--- config.mk ---
export PLATFORM = sky130hd
export DESIGN_NAME = three_band_fir_audio_mixer
export DESIGN_NICKNAME = d
export VERILOG_FILES = /design/src/design/tbfm_pkg.sv /design/src/design/tbfm_delay_mem.sv /design/src/design/tbfm_mac.sv /design/src/design/three_band_fir_audio_mixer.sv
export SDC_FILE = /design/constraint.sdc
export NUM_CORES = 2
export LEC_CHECK = 0
export BUFFER_PORTS_ARGS = -buffer_cell sky130_fd_sc_hd__buf_2
export CAP_MARGIN = 20
export CORE_ASPECT_RATIO = 0.8
export CORE_UTILIZATION = 40
export DETAILED_ROUTE_END_ITERATION = 10
export SLEW_MARGIN = 25
export SYNTH_ARGS = -nofsm -noshare
export SYNTH_HDL_FRONTEND = slang
export SYNTH_SLANG_ARGS = --single-unit
--- constraint.sdc ---
create_clock -name clk_i -period 7.1 [get_ports clk_i]
set_clock_uncertainty 0.1 [all_clocks]
set_input_delay 0 -clock clk_i [delete_from_list [all_inputs] [get_ports clk_i]]
set_output_delay 0 -clock clk_i [all_outputs]
set_load 0.01 [all_outputs]
--- src/design/tbfm_pkg.sv ---
// Shared types, constants and coefficient tables for the three-band FIR mixer.
// Depends on nothing; imported by every module of the block.
package tbfm_pkg;

  // Filter geometry: symmetric taps, so only the first half is stored.
  localparam int TAP_COUNT   = 51;
  localparam int HALF_TAPS   = 26;
  localparam int AGE_WIDTH   = $clog2(TAP_COUNT);
  localparam int FILL_WIDTH  = $clog2(TAP_COUNT + 1);
  localparam int HALF_WIDTH  = $clog2(HALF_TAPS);
  localparam int TABLE_WIDTH = 18;

  // Gain format and band count.
  localparam int GAIN_WIDTH = 16;
  localparam int GAIN_FRAC  = 12;
  localparam int BAND_COUNT = 3;
  localparam int GAIN_STEPS = 2 * BAND_COUNT;
  localparam int GSTEP_WIDTH = $clog2(GAIN_STEPS);

  localparam logic signed [GAIN_WIDTH-1:0] GAIN_RESET = 16'sd4096;

  // Configuration register indexes.
  localparam int CFG_IDX_WIDTH = 2;
  localparam logic [CFG_IDX_WIDTH-1:0] REG_LOW_GAIN  = 2'd0;
  localparam logic [CFG_IDX_WIDTH-1:0] REG_MID_GAIN  = 2'd1;
  localparam logic [CFG_IDX_WIDTH-1:0] REG_HIGH_GAIN = 2'd2;

  typedef enum logic [1:0] {
    BAND_LOW,
    BAND_MID,
    BAND_HIGH
  } band_e;

  // Control word that travels alongside an operand pair through the MAC.
  typedef struct packed {
    logic en;    // operation present
    logic clr;   // start a fresh sum with this product
    logic hi;    // product belongs to the upper half of a split operand
    logic last;  // final product of the sum
  } mac_ctrl_t;

  // First half of each symmetric Q1.17 coefficient set, taps 0 to 25.
  localparam int LP_HALF [HALF_TAPS] = '{
    -127, -108, -68, 5, 118, 269, 434, 565, 600, 474, 142, -399, -1090,
    -1809, -2376, -2578, -2212, -1126, 741, 3322, 6426, 9747, 12908, 15519,
    17241, 17842
  };
  localparam int BP_HALF [HALF_TAPS] = '{
    11, 160, 236, -20, -390, -347, -14, -285, -1172, -1123, 503, 1607, 563,
    -137, 2466, 5421, 3085, -2656, -3339, 1360, -754, -15210, -25159, -9619,
    23963, 41728
  };
  localparam int HP_HALF [HALF_TAPS] = '{
    117, -52, -168, 15, 272, 77, -420, -281, 570, 648, -644, -1205, 529,
    1948, -85, -2832, -866, 3779, 2593, -4683, -5678, 5432, 12202, -5927,
    -41180, 71720
  };

  // Rescale a Q1.17 coefficient to the chosen width: exact when widening,
  // rounded half up when narrowing.
  function automatic int coef_scale(input int c, input int cw);
    int res;
    if (cw >= TABLE_WIDTH) begin
      res = c <<< (cw - TABLE_WIDTH);
    end else begin
      res = (c + (1 <<< (TABLE_WIDTH - cw - 1))) >>> (TABLE_WIDTH - cw);
    end
    return res;
  endfunction

  // Coefficient of one band at one half-table position.
  function automatic int coef_lookup(input band_e band, input logic [HALF_WIDTH-1:0] k,
                                     input int cw);
    int c;
    case (band)
      BAND_LOW:  c = LP_HALF[k];
      BAND_MID:  c = BP_HALF[k];
      BAND_HIGH: c = HP_HALF[k];
      default:   c = 0;
    endcase
    return coef_scale(c, cw);
  endfunction

endpackage

--- src/design/tbfm_delay_mem.sv ---
// Sample delay line held as a circular memory with two registered read ports.
// Depends on tbfm_pkg for the tap count and index widths.
module tbfm_delay_mem import tbfm_pkg::*; #(
  parameter int DATA_WIDTH = 16
) (
  input  logic                         clk_i,
  input  logic                         rst_ni,
  input  logic                         wr_en_i,
  input  logic signed [DATA_WIDTH-1:0] wr_data_i,
  input  logic        [AGE_WIDTH-1:0]  rd_age_a_i,
  input  logic        [AGE_WIDTH-1:0]  rd_age_b_i,
  input  logic                         rd_b_en_i,
  output logic signed [DATA_WIDTH-1:0] rd_a_o,
  output logic signed [DATA_WIDTH-1:0] rd_b_o
);

  logic [DATA_WIDTH-1:0] mem_q [TAP_COUNT];
  logic [AGE_WIDTH-1:0]  newest_q;
  logic [FILL_WIDTH-1:0] fill_q;
  logic [AGE_WIDTH-1:0]  wr_addr;
  logic [AGE_WIDTH-1:0]  addr_a;
  logic [AGE_WIDTH-1:0]  addr_b;
  logic                  valid_a;
  logic                  valid_b;
  logic signed [DATA_WIDTH-1:0] rd_a_q;
  logic signed [DATA_WIDTH-1:0] rd_b_q;

  // Address of the sample that is a given number of requests old.
  function automatic logic [AGE_WIDTH-1:0] age_addr(input logic [AGE_WIDTH-1:0] newest,
                                                    input logic [AGE_WIDTH-1:0] age);
    logic [AGE_WIDTH:0] diff;
    diff = {1'b0, newest} - {1'b0, age};
    if (diff[AGE_WIDTH]) begin
      diff = diff + (AGE_WIDTH + 1)'(TAP_COUNT);
    end
    return diff[AGE_WIDTH-1:0];
  endfunction

  // Next write slot wraps round the line; entries older than the fill read as zero.
  always_comb begin
    wr_addr = (newest_q == AGE_WIDTH'(TAP_COUNT - 1)) ? '0 : newest_q + 1'b1;
    addr_a  = age_addr(newest_q, rd_age_a_i);
    addr_b  = age_addr(newest_q, rd_age_b_i);
    valid_a = FILL_WIDTH'(rd_age_a_i) < fill_q;
    valid_b = (FILL_WIDTH'(rd_age_b_i) < fill_q) && rd_b_en_i;
  end

  // Write pointer and fill count.
  always_ff @(posedge clk_i or negedge rst_ni) begin
    if (!rst_ni) begin
      newest_q <= AGE_WIDTH'(TAP_COUNT - 1);
      fill_q   <= '0;
    end else if (wr_en_i) begin
      newest_q <= wr_addr;
      if (fill_q != FILL_WIDTH'(TAP_COUNT)) begin
        fill_q <= fill_q + 1'b1;
      end
    end
  end

  // Sample storage.
  always_ff @(posedge clk_i) begin
    if (wr_en_i) begin
      mem_q[wr_addr] <= wr_data_i;
    end
  end

  // Registered read ports.
  always_ff @(posedge clk_i) begin
    rd_a_q <= valid_a ? signed'(mem_q[addr_a]) : '0;
    rd_b_q <= valid_b ? signed'(mem_q[addr_b]) : '0;
  end

  assign rd_a_o = rd_a_q;
  assign rd_b_o = rd_b_q;

endmodule

--- src/design/tbfm_mac.sv ---
// Shared pre-add, multiply and accumulate unit, three register stages deep.
// Depends on tbfm_pkg for the control word type.
module tbfm_mac import tbfm_pkg::*; #(
  parameter int OPR_WIDTH = 21,
  parameter int B_WIDTH   = 18,
  parameter int ACC_WIDTH = 58,
  parameter int SPLIT     = 20
) (
  input  logic                        clk_i,
  input  logic                        rst_ni,
  input  mac_ctrl_t                   ctrl_i,
  input  logic signed [OPR_WIDTH-1:0] a0_i,
  input  logic signed [OPR_WIDTH-1:0] a1_i,
  input  logic signed [B_WIDTH-1:0]   b_i,
  output logic signed [ACC_WIDTH-1:0] acc_o,
  output logic                        done_o
);

  localparam int SUM_W  = OPR_WIDTH + 1;
  localparam int PROD_W = SUM_W + B_WIDTH;
  localparam int EXT_W  = PROD_W + SPLIT + ACC_WIDTH;

  mac_ctrl_t                   c1_q;
  mac_ctrl_t                   c2_q;
  logic                        done_q;
  logic signed [SUM_W-1:0]     sum_q;
  logic signed [B_WIDTH-1:0]   b_q;
  logic signed [PROD_W-1:0]    prod_q;
  logic signed [ACC_WIDTH-1:0] acc_q;
  logic signed [EXT_W-1:0]     prod_ext;
  logic signed [ACC_WIDTH-1:0] term;
  logic signed [ACC_WIDTH-1:0] acc_d;

  // Align the product for the upper half of a split operand, then accumulate.
  always_comb begin
    prod_ext = EXT_W'(prod_q);
    if (c2_q.hi) begin
      prod_ext = prod_ext <<< SPLIT;
    end
    term  = prod_ext[ACC_WIDTH-1:0];
    acc_d = c2_q.clr ? term : acc_q + term;
  end

  // Control pipeline.
  always_ff @(posedge clk_i or negedge rst_ni) begin
    if (!rst_ni) begin
      c1_q   <= '0;
      c2_q   <= '0;
      done_q <= 1'b0;
    end else begin
      c1_q   <= ctrl_i;
      c2_q   <= c1_q;
      done_q <= c2_q.en & c2_q.last;
    end
  end

  // Data pipeline: pre-add, multiply, accumulate.
  always_ff @(posedge clk_i) begin
    sum_q  <= SUM_W'(a0_i) + SUM_W'(a1_i);
    b_q    <= b_i;
    prod_q <= PROD_W'(sum_q) * PROD_W'(b_q);
    if (c2_q.en) begin
      acc_q <= acc_d;
    end
  end

  assign acc_o  = acc_q;
  assign done_o = done_q;

endmodule

--- src/design/three_band_fir_audio_mixer.sv ---
// Top level of the three-band FIR mixer: sequencer, gain registers and output stage.
// Depends on tbfm_pkg, tbfm_delay_mem and tbfm_mac.
//
//   Channel  Direction  Handshake                  Payload
//   cfg      in         cfg_valid_i / cfg_ready_o  cfg_index_i, cfg_data_i
//   in       in         in_valid_i / in_ready_o    audio_in_i
//   out      out        out_valid_o / out_ready_i  audio_out_o, clipped_o
//
// The time a sample takes is set by the single multiplier: 78 tap-pair products
// (26 per band), six partial gain products and the pipeline drain between them.
// The rounded result enters the output register, and the next request is taken
// once the block is back in idle. The delay line reads as zero after reset through a
// fill count, so no clearing pass is needed. A stalled result waits in the output
// register; while it waits the block holds its finished sum. Configuration
// writes are taken in any cycle.
module three_band_fir_audio_mixer import tbfm_pkg::*; #(
  parameter int SAMPLE_WIDTH = 16,
  parameter int COEF_WIDTH   = 18
) (
  input  logic                           clk_i,
  input  logic                           rst_ni,
  input  logic                           cfg_valid_i,
  output logic                           cfg_ready_o,
  input  logic [CFG_IDX_WIDTH-1:0]       cfg_index_i,
  input  logic signed [GAIN_WIDTH-1:0]   cfg_data_i,
  input  logic                           in_valid_i,
  output logic                           in_ready_o,
  input  logic signed [SAMPLE_WIDTH-1:0] audio_in_i,
  output logic                           out_valid_o,
  input  logic                           out_ready_i,
  output logic signed [SAMPLE_WIDTH-1:0] audio_out_o,
  output logic                           clipped_o
);

  // Band sum: pair sum adds one bit, 26 terms add five.
  localparam int BAND_W  = SAMPLE_WIDTH + COEF_WIDTH + 6;
  localparam int LO_W    = BAND_W / 2;
  localparam int HI_W    = BAND_W - LO_W;
  localparam int OPR_W0  = (SAMPLE_WIDTH > HI_W) ? SAMPLE_WIDTH : HI_W;
  localparam int OPR_W   = (OPR_W0 > LO_W + 1) ? OPR_W0 : LO_W + 1;
  localparam int MUL_B_W = (COEF_WIDTH > GAIN_WIDTH) ? COEF_WIDTH : GAIN_WIDTH;
  // Gained mix needs the band width plus the gain and two bits; its width is capped at 64.
  localparam int ACC_W   = (BAND_W + GAIN_WIDTH + 2 > 64) ? 64 : BAND_W + GAIN_WIDTH + 2;
  localparam int SHIFT   = COEF_WIDTH - 1 + GAIN_FRAC;

  localparam logic signed [ACC_W-1:0] ROUND_HALF = ACC_W'(64'd1 << (SHIFT - 1));
  localparam logic signed [ACC_W-1:0] SAMPLE_MAX =
    ACC_W'({1'b0, {(SAMPLE_WIDTH - 1){1'b1}}});
  localparam logic signed [ACC_W-1:0] SAMPLE_MIN = ~SAMPLE_MAX;

  typedef enum logic [2:0] {
    S_IDLE,
    S_TAPS,
    S_TAP_WAIT,
    S_GAIN,
    S_GAIN_WAIT,
    S_ROUND
  } state_e;

  state_e                         state_q;
  band_e                          band_q;
  logic [HALF_WIDTH-1:0]          k_q;
  logic [GSTEP_WIDTH-1:0]         gstep_q;
  logic [1:0]                     cap_q;
  mac_ctrl_t                      s1_ctrl_q;
  logic signed [MUL_B_W-1:0]      s1_coef_q;
  logic signed [GAIN_WIDTH-1:0]   gain_q [BAND_COUNT];
  logic signed [BAND_W-1:0]       band_sum_q [BAND_COUNT];
  logic                           out_valid_q;
  logic signed [SAMPLE_WIDTH-1:0] audio_out_q;
  logic                           clipped_q;

  logic                           in_accept;
  logic                           out_free;
  mac_ctrl_t                      tap_ctrl;
  logic [AGE_WIDTH-1:0]           age_b;
  logic signed [SAMPLE_WIDTH-1:0] rd_a;
  logic signed [SAMPLE_WIDTH-1:0] rd_b;
  logic signed [BAND_W-1:0]       gain_band;
  mac_ctrl_t                      mac_ctrl;
  logic signed [OPR_W-1:0]        mac_a0;
  logic signed [OPR_W-1:0]        mac_a1;
  logic signed [MUL_B_W-1:0]      mac_b;
  logic signed [ACC_W-1:0]        mac_acc;
  logic                           mac_done;
  logic signed [ACC_W-1:0]        rnd_sum;
  logic signed [ACC_W-1:0]        mix;
  logic signed [SAMPLE_WIDTH-1:0] mix_sat;
  logic                           mix_clip;

  assign in_ready_o  = (state_q == S_IDLE);
  assign cfg_ready_o = 1'b1;
  assign in_accept   = in_valid_i && (state_q == S_IDLE);
  assign out_free    = !out_valid_q || out_ready_i;

  // Tap step control: a fresh sum at the first pair, middle tap taken alone.
  always_comb begin
    tap_ctrl.en   = (state_q == S_TAPS);
    tap_ctrl.clr  = (k_q == '0);
    tap_ctrl.hi   = 1'b0;
    tap_ctrl.last = (k_q == HALF_WIDTH'(HALF_TAPS - 1));
    age_b         = AGE_WIDTH'(TAP_COUNT - 1) - AGE_WIDTH'(k_q);
  end

  tbfm_delay_mem #(
    .DATA_WIDTH (SAMPLE_WIDTH)
  ) u_delay (
    .clk_i      (clk_i),
    .rst_ni     (rst_ni),
    .wr_en_i    (in_accept),
    .wr_data_i  (audio_in_i),
    .rd_age_a_i (AGE_WIDTH'(k_q)),
    .rd_age_b_i (age_b),
    .rd_b_en_i  (k_q != HALF_WIDTH'(HALF_TAPS - 1)),
    .rd_a_o     (rd_a),
    .rd_b_o     (rd_b)
  );

  // MAC operand select: sample pairs and coefficient, or a band-sum half and its gain.
  always_comb begin
    gain_band = band_sum_q[gstep_q[2:1]];
    if (state_q == S_GAIN) begin
      if (gstep_q[0]) begin
        mac_a0 = OPR_W'(signed'(gain_band[BAND_W-1:LO_W]));
      end else begin
        mac_a0 = OPR_W'(gain_band[LO_W-1:0]);
      end
      mac_a1        = '0;
      mac_b         = MUL_B_W'(gain_q[gstep_q[2:1]]);
      mac_ctrl.en   = 1'b1;
      mac_ctrl.clr  = (gstep_q == '0);
      mac_ctrl.hi   = gstep_q[0];
      mac_ctrl.last = (gstep_q == GSTEP_WIDTH'(GAIN_STEPS - 1));
    end else begin
      mac_a0   = OPR_W'(rd_a);
      mac_a1   = OPR_W'(rd_b);
      mac_b    = s1_coef_q;
      mac_ctrl = s1_ctrl_q;
    end
  end

  tbfm_mac #(
    .OPR_WIDTH (OPR_W),
    .B_WIDTH   (MUL_B_W),
    .ACC_WIDTH (ACC_W),
    .SPLIT     (LO_W)
  ) u_mac (
    .clk_i  (clk_i),
    .rst_ni (rst_ni),
    .ctrl_i (mac_ctrl),
    .a0_i   (mac_a0),
    .a1_i   (mac_a1),
    .b_i    (mac_b),
    .acc_o  (mac_acc),
    .done_o (mac_done)
  );

  // Round half up to the sample format and saturate.
  always_comb begin
    rnd_sum  = mac_acc + ROUND_HALF;
    mix      = rnd_sum >>> SHIFT;
    mix_clip = 1'b0;
    mix_sat  = mix[SAMPLE_WIDTH-1:0];
    if (mix > SAMPLE_MAX) begin
      mix_sat  = SAMPLE_MAX[SAMPLE_WIDTH-1:0];
      mix_clip = 1'b1;
    end else if (mix < SAMPLE_MIN) begin
      mix_sat  = SAMPLE_MIN[SAMPLE_WIDTH-1:0];
      mix_clip = 1'b1;
    end
  end

  // Coefficient fetch aligned with the memory read, and band sum capture.
  always_ff @(posedge clk_i) begin
    s1_coef_q <= MUL_B_W'(coef_lookup(band_q, k_q, COEF_WIDTH));
    if (mac_done && (state_q != S_GAIN_WAIT)) begin
      band_sum_q[cap_q] <= mac_acc[BAND_W-1:0];
    end
  end

  // Sequencer, gain registers and output register.
  always_ff @(posedge clk_i or negedge rst_ni) begin
    if (!rst_ni) begin
      state_q     <= S_IDLE;
      band_q      <= BAND_LOW;
      k_q         <= '0;
      gstep_q     <= '0;
      cap_q       <= '0;
      s1_ctrl_q   <= '0;
      gain_q[BAND_LOW]  <= GAIN_RESET;
      gain_q[BAND_MID]  <= GAIN_RESET;
      gain_q[BAND_HIGH] <= GAIN_RESET;
      out_valid_q <= 1'b0;
      audio_out_q <= '0;
      clipped_q   <= 1'b0;
    end else begin
      s1_ctrl_q <= tap_ctrl;

      // Gain register writes.
      if (cfg_valid_i) begin
        case (cfg_index_i)
          REG_LOW_GAIN:  gain_q[BAND_LOW]  <= cfg_data_i;
          REG_MID_GAIN:  gain_q[BAND_MID]  <= cfg_data_i;
          REG_HIGH_GAIN: gain_q[BAND_HIGH] <= cfg_data_i;
          default: ;
        endcase
      end

      // Count finished band sums.
      if (mac_done && (state_q != S_GAIN_WAIT)) begin
        cap_q <= cap_q + 1'b1;
      end

      // A taken result frees the output register unless a new one replaces it.
      if (out_valid_q && out_ready_i && (state_q != S_ROUND)) begin
        out_valid_q <= 1'b0;
      end

      case (state_q)
        S_IDLE: begin
          if (in_valid_i) begin
            state_q <= S_TAPS;
            band_q  <= BAND_LOW;
            k_q     <= '0;
            cap_q   <= '0;
          end
        end
        S_TAPS: begin
          if (k_q == HALF_WIDTH'(HALF_TAPS - 1)) begin
            k_q <= '0;
            if (band_q == BAND_HIGH) begin
              state_q <= S_TAP_WAIT;
            end else begin
              band_q <= band_e'(band_q + 2'd1);
            end
          end else begin
            k_q <= k_q + 1'b1;
          end
        end
        S_TAP_WAIT: begin
          if (cap_q == 2'(BAND_COUNT)) begin
            state_q <= S_GAIN;
            gstep_q <= '0;
          end
        end
        S_GAIN: begin
          if (gstep_q == GSTEP_WIDTH'(GAIN_STEPS - 1)) begin
            state_q <= S_GAIN_WAIT;
          end else begin
            gstep_q <= gstep_q + 1'b1;
          end
        end
        S_GAIN_WAIT: begin
          if (mac_done) begin
            state_q <= S_ROUND;
          end
        end
        S_ROUND: begin
          if (out_free) begin
            out_valid_q <= 1'b1;
            audio_out_q <= mix_sat;
            clipped_q   <= mix_clip;
            state_q     <= S_IDLE;
          end
        end
        default: state_q <= S_IDLE;
      endcase
    end
  end

  assign out_valid_o = out_valid_q;
  assign audio_out_o = audio_out_q;
  assign clipped_o   = clipped_q;

endmodule
==> flow_summary.ini <==
[clock_tree]
clockBufferDepth = 3
cts_tree = yes
clock-sinks = 1229
clk_pin_slew_ns = 0.07
postCtsSetupBuffers = 0
cts_max_level = 4
root_buffer = clkbuf_16
cts_made_buffers = 137
clock_latency_ns = 0.80

[global_routing]
use_met3_pct = 8.67
overflow = 0
grt-busiest-layer = met1
met1_usage_pct = 40.0
antenna_found_initial = 16
grt_pass1_wl_um = 412000
grtUsageMet2_pct = 38.0
grt_pass1_vias = 61000
grt_max_degree = 129
grtUsageTotal_pct = 27.4

[pwr]
p_int_mw = 11.8
power.switching_mw = 3.28
netSwitchingFraction_pct = 21.7
max-vdd-ir-drop_mv = 0.175
leakagePower_nw = 33.5
combPwrFrac_pct = 1.6
pwr-share-clk_pct = 46.5
p_per_area_nw_per_um2 = 169
p_seq_share_pct = 51.9
finalPower_mw = 15.1

[synth]
ys_warn_count = 0
yosys_register_bits = 1229
yosys.area.top_type = edfxtp_1
synth.distinct_cells = 98
avgSynthCellArea_um2 = 10.7
yosysSeqAreaShare_pct = 43.6
ys_top_cells_by_area = edfxtp_1, fa_1, mux4_2, nand2_1, mux2i_1
async_flop_share_pct = 8.54
synth.top_cell.area_share_pct = 37.1
ys.flop_type = edfxtp_1
synth_edf_count = 994
synth.cell_area_um2 = 80500
syn_nets = 8157
synthCells = 7491

[timing]
clock.fmax_ghz = 0.145
setup_viol = 0
worst_slack_ns = 0.218
fin_crit_ns = 6.88
slew_violations = 0
period_share_pct = 96.9
worstMarginPinSlew_ns = 1.14
relSlewSlack_pct = 23.5
finalHoldViolCount = 0

[floorplanning]
num_rows = 146
core_um2 = 199000
initial_utilization_pct = 40.5
design.portCount = 59
fp.dieW_um = 503
die_y_um = 403
dieArea_um2 = 203000

[routing]
drt_wl_total_um = 281000
ant_nets = 0
vias_per_cell = 6.21
drc_errors = 0
vias = 63500
drt_first_pass_iters = 10
wl_per_cell_um = 27.4
drtIter0Drc = 9181

[setup_path]
ff2ff_setup_slack_ns = 0.22
critPathRequiredTime_ns = 7.66
cp_max_fo = 46
reg2reg_depth = 13
critical_path_class = flip-flop to flip-flop
critPathCaptureType = flip-flop
arrival_ns = 7.44
rr_endpoint = u_delay.rd_b_o[10]
start_kind = flip-flop
r2r-start = k_q[0]
cp-startpoint = k_q[0]
crit_end = u_delay.rd_b_o[10]

[finish]
fill_cells = 18100
num_antenna_cells = 0
utilization_pct = 45.0
stdcell_count = 10200
nets = 8137
drive_above_1_share_pct = 11.7
synthToLayoutAreaGrowth_pct = 11.2

[run]
drv_cap = 0

[placement]
dp_hpwl_um = 191000
placed_cells_incl_taps = 9937
portBuffers = 57
globalplace.congestion = 0.979
place_ws_ns = 0.206

[min_path]
hp-class = primary input to flip-flop

[status]
status = completed
routing by layer:
layer	share of wire, %	wire length, µm
met1	42	119000
met2	41	115000
met3	13	37000
met4	3.5	9920
met5	0.027	76
critical path, cell delays in order (launching register included):
cell	delay, ns
dfrtp_1	0.37
inv_1	0.40
ha_1	0.54
clkinv_1	0.46
fa_4	0.96
buf_4	0.65
clkinv_1	0.22
nor2_1	0.25
o21ai_4	0.29
nand2_2	0.61
buf_4	0.37
a311oi_1	0.22
a31oi_1	0.88
a21bo_1	0.35
stage by stage:
stage	setup TNS, ns	hold WS [ns]	area (µm²)
after detailed placement	0	0.0526	84600
after CTS	0	0.205	89400
final	0	0.204	89500
after global placement	0	0.0453	84500
after floorplan	0	-0.396	80500
after global routing	-0.0177	0.228	89500
registers in the layout, indices dropped and copies added (netlist names), 18 cells and up:
name           cells
gain_q            48
u_delay.mem_q    816
u_mac.acc_o       58
band_sum_q       120
u_mac.b_q         18
u_mac.prod_q      40
u_mac.sum_q       22
s1_coef_q         18
Yosys cell counts (45+ instances only):
cell,instances
a21oi_1,325
xor2_1,46
mux2i_1,311
mux4_2,173
mux2_2,88
ha_1,230
buf_1,73
fa_1,397
a21o_1,62
buf_2,112
nor3_1,200
a211oi_1,105
dfxtp_1,130
o21ai_0,253
a31oi_1,59
nand4_1,57
nor2_1,338
o211ai_1,64
nor2b_1,100
clkbuf_1,321
nand2_1,995
o221ai_1,62
o22ai_1,346
dfrtp_1,99
and2_1,179
xnor2_1,99
a32oi_1,45
edfxtp_1,994
inv_1,517
nand3_1,180
worst min-delay path by stage:
stage | startpoint | cells past startpoint | end
final | audio_in_i[5] | 2 | u_delay.mem_q[23][5]
after global routing | audio_in_i[10] | 2 | u_delay.mem_q[18][10]
after CTS | audio_in_i[0] | 2 | u_delay.mem_q[3][0]
after detailed placement | rst_ni | 1 | gain_q[37]
after global placement | rst_ni | 1 | gain_q[37]
after floorplan | rst_ni | 0 | audio_out_o[0]
layout by cell type, fill, tap and decap left out, types with 40 or more instances in the layout:
cell / n
buf_4: 228
o21ai_0: 252
and3_1: 44
ha_1: 228
nand4_1: 57
nor2_1: 284
nand3_1: 180
mux2i_1: 310
dfrtp_1: 92
nor2b_1: 100
edfxtp_1: 994
o211ai_1: 64
nand2_1: 993
fa_1: 396
mux2_2: 88
a21o_1: 62
nor3_1: 199
dfxtp_1: 123
buf_2: 46
and2_1: 176
a211oi_1: 104
a21oi_1: 322
xnor2_1: 96
clkbuf_16: 141
xor2_1: 44
inv_1: 517
dlygate4sd3_1: 57
a31oi_1: 57
nor2_2: 40
mux4_2: 173
a32oi_1: 45
o22ai_1: 345
o221ai_1: 62
power groups by stage:
| stage | Clock, mW | Sequential, mW | Combinational [mW] |
|---|---|---|---|
| 2_1_floorplan | 0 | 7.99 | 0.0742 |
| 3_3_place_gp | 0 | 7.99 | 0.207 |
| 3_5_place_dp | 0 | 8.00 | 0.215 |
| 4_1_cts | 7.10 | 7.85 | 0.243 |
| 5_1_grt | 7.36 | 7.85 | 0.266 |
| 6_report | 7.03 | 7.84 | 0.247 |
kinds of logic (layout without fill, tap and decap cells):
logic type | Yosys count | count (layout) | share of synthesized area [%]
flip-flops | 1229 | 1229 | 43.6
buffers and inverters | 1038 | 1123 | 5.07
AO/OA/AOI/OAI | 1666 | 1666 | 13.8
adder cells (fa/ha/maj) | 627 | 627 | 13.5
multiplexers | 572 | 572 | 9.94
AND/OR/NAND/NOR | 2209 | 2209 | 12.5
XOR/XNOR | 149 | 149 | 1.66
other | 1 | 1 | 0.00466
area by class of cell:
class / count / area [µm²] / share of cell area, %
multi-input combinational: 5224 / 41800 / 46.7
sequential: 1229 / 35100 / 39.2
clock buffer: 171 / 3660 / 4.09
tap: 2664 / 3330 / 3.72
timing repair buffer: 358 / 3060 / 3.42
inverter: 521 / 1960 / 2.19
clock inverter: 73 / 613 / 0.685
what timing repair did:
action / in CTS / in global routing
hold endpoints to repair: 930 / 14
gates resized for setup: 0 / 8
setup endpoints to repair: 0 / 5
hold buffers: 55 / 3
No activity file was read; power rests on OpenSTA's default activity.
